<file path="src/rtl/keyed_class_priority_queue_macros.svh">
// ----------------------------------------------------------------------------
// Assertion macros for the keyed class priority queue
// Clocked implication checks used by the file that asserts.
// ----------------------------------------------------------------------------
`ifndef KEYED_CLASS_PRIORITY_QUEUE_MACROS_SVH
`define KEYED_CLASS_PRIORITY_QUEUE_MACROS_SVH
// Check that a condition implies another at the same edge
`define KCPQ_ASSERT_IMP(lbl, a, b) \
    lbl: assert property (@(posedge clk) disable iff (!rst_n) (a) |-> (b)) \
        else $error("kcpq check failed");
// Check that a condition implies another at the next edge
`define KCPQ_ASSERT_NEXT(lbl, a, b) \
    lbl: assert property (@(posedge clk) disable iff (!rst_n) (a) |=> (b)) \
        else $error("kcpq check failed");
`endif

</file>
<file path="src/rtl/kcpq_pkg.sv">
// ----------------------------------------------------------------------------
// kcpq_pkg
// Types and constants shared by the keyed class priority queue.
// ----------------------------------------------------------------------------
package kcpq_pkg;
    localparam int Depth = 64;
    localparam int KeyBits = 16;
    localparam int ClassCount = 4;
    localparam int PrioBits = 16;

    typedef enum logic [2:0] {
        CMD_ADD    = 3'd0,
        CMD_REMOVE = 3'd1,
        CMD_CHANGE = 3'd2,
        CMD_POP    = 3'd3,
        CMD_CLEAR  = 3'd4
    } cmd_t;

    localparam logic [2:0] ST_OK        = 3'd0;
    localparam logic [2:0] ST_NOT_FOUND = 3'd1;
    localparam logic [2:0] ST_EQUAL     = 3'd2;
    localparam logic [2:0] ST_FULL      = 3'd3;
    localparam logic [2:0] ST_EMPTY     = 3'd4;

    typedef struct packed {
        logic [2:0]  command;
        logic [15:0] key;
        logic [1:0]  req_class;
        logic [15:0] priority_req;
    } in_word_t;

    typedef struct packed {
        logic [2:0]  status;
        logic        was_removed;
        logic [15:0] front_key;
        logic [1:0]  front_class;
        logic        is_empty;
    } out_word_t;

    // One stored entry; cells are kept sorted, front at cell 0.
    typedef struct packed {
        logic                vld;
        logic [KeyBits-1:0]  key;
        logic [1:0]          cls;
        logic [PrioBits-1:0] prio;
    } entry_t;

    // Broadcast operation to all cells.
    typedef enum logic [2:0] {
        OP_NONE   = 3'd0,
        OP_DEL    = 3'd1,
        OP_INS    = 3'd2,
        OP_POP    = 3'd3,
        OP_CLR    = 3'd4
    } op_t;

    typedef struct packed {
        op_t    op;
        entry_t ent;
    } bcast_t;

    // Per-cell match flags reported back.
    typedef struct packed {
        logic key_hit;
        logic eq_hit;
        logic cls_diff;
    } flags_t;

    // Strict order: a before b.
    function automatic logic before_f(entry_t a, entry_t b);
        return (a.cls < b.cls) || ((a.cls == b.cls) && (a.prio > b.prio));
    endfunction
endpackage

</file>
<file path="src/rtl/kcpq_cell.sv">
// ----------------------------------------------------------------------------
// kcpq_cell
// One slot of the sorted chain: compares against the broadcast entry and
// shifts toward or away from the front.
// ----------------------------------------------------------------------------
module kcpq_cell (
    input  logic            clk,
    input  logic            rst_n,
    input  kcpq_pkg::bcast_t bc,
    input  kcpq_pkg::entry_t prev_ent,
    input  logic            prev_before,
    input  logic            prev_key_seen,
    input  kcpq_pkg::entry_t next_ent,
    output kcpq_pkg::entry_t ent,
    output logic            is_before,
    output logic            key_seen,
    output kcpq_pkg::flags_t flags
);
    import kcpq_pkg::*;

    entry_t ent_reg, ent_next;
    logic   mine_before;
    logic   key_hit;

    assign ent = ent_reg;
    assign key_hit = ent_reg.vld && (ent_reg.key == bc.ent.key);
    // Valid entries ahead of the new one stay; invalid cells sort last.
    assign mine_before = ent_reg.vld && before_f(ent_reg, bc.ent);
    assign is_before = mine_before;
    assign key_seen = prev_key_seen || key_hit;
    assign flags.key_hit = key_hit;
    assign flags.eq_hit = ent_reg.vld && (ent_reg.cls == bc.ent.cls)
                          && (ent_reg.prio == bc.ent.prio);
    assign flags.cls_diff = key_hit && (ent_reg.cls != bc.ent.cls);

    // Shift or hold according to the broadcast operation
    always_comb
    begin
        ent_next = ent_reg;
        unique case (bc.op)
            OP_DEL:
            begin
                if (key_seen)
                    ent_next = next_ent;
            end
            OP_INS:
            begin
                if (!mine_before)
                begin
                    if (prev_before)
                        ent_next = bc.ent;
                    else
                        ent_next = prev_ent;
                end
            end
            OP_POP:
                ent_next = next_ent;
            OP_CLR:
                ent_next.vld = 1'b0;
            default:
                ent_next = ent_reg;
        endcase
    end

    // Hold the slot; reset empties it
    always_ff @(posedge clk or negedge rst_n)
    begin
        if (!rst_n)
            ent_reg <= '0;
        else
            ent_reg <= ent_next;
    end
endmodule

</file>
<file path="config.mk">
export PLATFORM = sky130hd
export DESIGN_NAME = kcpq_cell
export DESIGN_NICKNAME = d
export VERILOG_FILES = /design/src/rtl/keyed_class_priority_queue_macros.svh /design/src/rtl/kcpq_pkg.sv /design/src/rtl/kcpq_cell.sv
export SDC_FILE = /design/constraint.sdc
export NUM_CORES = 1
export LEC_CHECK = 0
export BUFFER_PORTS_ARGS = -buffer_cell sky130_fd_sc_hd__buf_2
export CORE_MARGIN = 1
export CORE_UTILIZATION = 47
export DETAILED_ROUTE_END_ITERATION = 7
export PLACE_DENSITY = 0.84
export SLEW_MARGIN = 15
export SYNTH_ARGS = -nofsm -noshare
export SYNTH_HDL_FRONTEND = slang
export SYNTH_SLANG_ARGS = --single-unit
</file>
<file path="constraint.sdc">
create_clock -name clk -period 5.15 [get_ports clk]
set_clock_uncertainty 0.1 [all_clocks]
set_input_delay 1.03 -clock clk [delete_from_list [all_inputs] [get_ports clk]]
set_output_delay 1.03 -clock clk [all_outputs]
set_load 0.02 [all_outputs]
</file>
# == Word level (Yosys, flattened, before mapping) ==
# Cells that the tools add are included.
# totals
word_cells,33
input_bits,112
ff_bits,35
out_inout_bits,40
# classes
n_mux,5
n_lt_le_gt_ge,2
eq_ne,10
n_reduce_logical,12
# op_table
op,n
$mux 35,3
$pmux 34 s3,1
$eq 16x16->1,2
$gt 16x16->1,1
$eq 3x2->1 const B,2
$logic_and 1x1->1,6
$reduce_and 3->1,2
$ne 2x2->1 const B,2
$pmux 1 s4,1
$reduce_bool 4->1,1
$eq 3x1->1 const B,1
$eq 3x3->1 const B,1
$reduce_bool 3->1,1
$eq 2x2->1,1
$logic_or 1x1->1,2
$lt 2x2->1,1
$ne 2x2->1,1

# == Longest topological paths before layout ==
# logic_depth
word_depth,6
depth_mapped,9
depth_no_buf,8

# == Least setup slack after synthesis ==
# Ideal clock, no wire load.
# synth_timing
path_type,input -> output
start,in bc[28] (netlist name)
end,out flags[0] (netlist name)
path_stages,5
setup_slack_ps,1588
arrival_time_ps,2432
cell_sequence,xor2_1 > nor4_1 > nand2_1 > nor4_1 > a21boi_0
# synth_rtl
item,line_no,rtl
start: declaration,kcpq_cell.sv:9,"input kcpq_pkg::bcast_t bc,"
end: declaration,kcpq_cell.sv:17,output kcpq_pkg::flags_t flags

# == Worst setup path in the final report ==
# layout_timing
start,in bc[15] (netlist name)
end,out is_before
# layout_via
elab_chain_len,4
# layout_rtl
item,line_no,rtl
$gt 16x16->1,kcpq_pkg.sv:71,return (a.cls < b.cls) || ((a.cls == b.cls) && (a.prio > b.prio));
$logic_and 1x1->1,kcpq_pkg.sv:71,
$logic_or 1x1->1,kcpq_pkg.sv:71,
$logic_and 1x1->1,kcpq_cell.sv:28,"assign mine_before = ent_reg.vld && before_f(ent_reg, bc.ent);"
end: declaration,kcpq_cell.sv:15,"output logic is_before,"
# Every way passes these cells.

==> out/metrics.yaml <==
cells_and_area:
  drive_gt1_share_pct: 43.82
  largest_reg_flops: 35
  n_antenna_cell: 0
  final-instance-count-excl-fill: 517
  nNetsFinal: 576
  fill_cells: 499
  final_cell_mix: "buf_2 (151), a21oi_1 (43), mux2i_1 (38)"
  final_area_sq_um: 3662
  mostFrequentLayoutCell: "buf_2"
  area_growth_pct: 30.55
drt:
  wl_per_cell_um: 14.86
  drc: 0
  antenna_left: 0
  wirelength_mm: 7.685
  drt-initial-drc-count: 138
  vias: 2735
  via_per_inst: 5.290
  drtPass1Iterations: 4
clocking:
  post-cts-setup-buffer-count: 0
  clkLatencyLatePin_ns: 0.28
  numCtsBuffers: 5
  h-tree-depth: 2
  cts_tree: "done"
  hold_buffers: 0
  cts_max_path_buffers: 2
  cts_resized: 0
  cts_root_buffer: "clkbuf_8"
  clk_pin_slew_worst_paths_ns: 0.07
  cts_sinks: 35
critical_path:
  cp_cell_sequence: "buf_2, inv_1, ha_1, nand4_2, or4_1, a31oi_1, a311oi_2, buf_2"
  r2r_end: "ent[27]"
  crit_path_end_kind: "primary output"
  cp_slowest_stage_delay_ns: 0.59
  r2r_setup_slack_ns: 2.02
  crit_top_cell: "buf_2"
  crit_type: "in2out"
  crit_slowest_cell: "or4_1"
  r2r_start: "ent[15]"
  required_ns: 4.02
  r2r_cells: 8
  path_max_fanout: 4
  crit_arrival_ns: 2.78
  critPathLaunchType: "input pin"
synth:
  synth_fp_nets: 431
  ys_seq_area_share_pct: 31.22
  ys_ff_latch: 35
  synth.avg_cell_area_sq_um: 9.320
  synthCells: 301
  yosysUniqueCellTypes: 39
  syn_area_sq_um: 2805
  yosys_warnings: 0
sta:
  setup_violations: 0
  worst_pin_slew_ns: 1.047
  final.setup.tns_ns: 0
  period_needed_ns: 3.909
  slew_headroom_pct: 30.21
  rsz0062_at_grt: "no"
  fmax_mhz: 255.8
  hold_viol: 0
  finalCritPeriodShare_pct: 75.90
  slew_viol_final: 0
floorplanning:
  io_pins: 152
  die_w_um: 79.26
  die-area_sq_um: 6281
  start_util_pct: 49.72
  fp-row-count: 27
  core-area_sq_um: 5642
  fp.dieH_um: 79.26
placement:
  finalWeightedCongestion: 0.7810
  portBuffers: 151
  dpl_cell_area_sq_um: 3590
  dp_hpwl_mm: 6.010
  placed_cells: 511
hold_path:
  holdPathEnd: "ent[0]"
  min_path_type: "reg2reg"
  whs_path_depth: 2
  hold_path.startpoint: "ent[0]"
global_routing:
  antenna_found_initial: 0
  grt_max_degree: 53
  grt_pass1_wl_mm: 12.02
  grt_usage_pct: 24.59
  grt_overflow: 0
  grt_pass1_vias: 2658
run_status:
  status: "completed"
power_and_ir_drop:
  p_leak_uw: 0.001903
  ir_drop_uv: 166.6
  p_per_area_nw_per_um2: 275.6
job:
  maxCapViolCount: 0
Yosys cell counts, drive strengths merged:
cell / count / area share [%]
a21oi: 44 / 8.3
mux2i: 38 / 14
dfrtp: 35 / 31
nor2: 35 / 4.7
mux2: 32 / 13
inv: 23 / 3.1
ha: 18 / 8.0
nand2: 9 / 1.2
clkbuf: 8 / 1.1
xnor2: 8 / 2.5
xor2: 8 / 2.5
buf: 7 / 1.9
nand4: 5 / 1.3
nor4: 5 / 1.1
o21ai: 4 / 0.71
nand3: 3 / 0.54
nor3: 2 / 0.54
a2111o: 1 / 0.40
a2111oi: 1 / 0.31
a21boi: 1 / 0.27
a2bb2oi: 1 / 0.31
a311oi: 1 / 0.54
a31oi: 1 / 0.22
and3: 1 / 0.22
and4b: 1 / 0.36
nand3b: 1 / 0.27
nand4b: 1 / 0.31
nor2b: 1 / 0.22
nor3b: 1 / 0.27
o211ai: 1 / 0.27
o21a: 1 / 0.27
o22ai: 1 / 0.22
or2: 1 / 0.22
or4: 1 / 0.27
how the worst max path moves through the flow:
stage	from	to	slack, ns	cells after the start
global placement	bc[1]	is_before	1.30	8
CTS	bc[15]	is_before	1.25	8
global route	bc[15]	is_before	1.13	8
floorplan	bc[28]	flags[0]	1.59	5
detailed placement	bc[15]	ent[6]	1.26	10
finish	bc[15]	is_before	1.24	8
critical path: cells and delay by family:
family | cells | cell delay (ns)
AOI/OAI and AO/OA | 2 | 0.32
adders and majority gates | 1 | 0.31
buffers and inverters | 3 | 0.36
and+or+nand+nor | 2 | 0.75
power by group:
part | total (uW) | switching (uW) | internal, uW
clock network | 184 | 94.3 | 90.2
logic | 449 | 251 | 197
registers | 376 | 46.3 | 330
total | 1010 | 392 | 617
metrics by stage:
step / total power [uW] / util [%] / hold slack [ns] / setup WS (ns)
global route: 1073 / 64.91 / 0.4628 / 1.132
detailed placement: 828.1 / 63.63 / 0.4309 / 1.260
global placement: 810.5 / 63.63 / 0.4164 / 1.300
finish: 1009 / 64.91 / 0.4482 / 1.241
CTS: 1014 / 64.91 / 0.4480 / 1.250
floorplan: 661.5 / - / 0.5317 / 1.588
cells by family after synthesis:
group	synth area share [%]
multiplexers	26.40
AND/OR/NAND/NOR	11.55
AO/OA/AOI/OAI	11.78
buffers and inverters	6.021
flip-flops	31.22
adder cells (fa/ha/maj)	8.029
XOR/XNOR	4.996
per-layer routing:
metal / GRT usage (%) / up-vias / share of wire, %
met5: 0 / - / 0
met4: 10.36 / 0 / 2.8
met3: 2.414 / 22 / 3.4
met2: 43.97 / 93 / 52
met1: 29.89 / 1259 / 42
li1: - / 1361 / -
layout make-up:
cell class                      count  area, sq um  share of cell area (%)
Tap cell                           72        90.09                   2.460
Sequential cell                    35        875.8                   23.92
Timing Repair Buffer              153        770.7                   21.05
Clock buffer                        6        72.57                   1.982
Multi-Input combinational cell    228         1767                   48.24
Inverter                           23        86.33                   2.357
(Power assumes the default switching activity.)
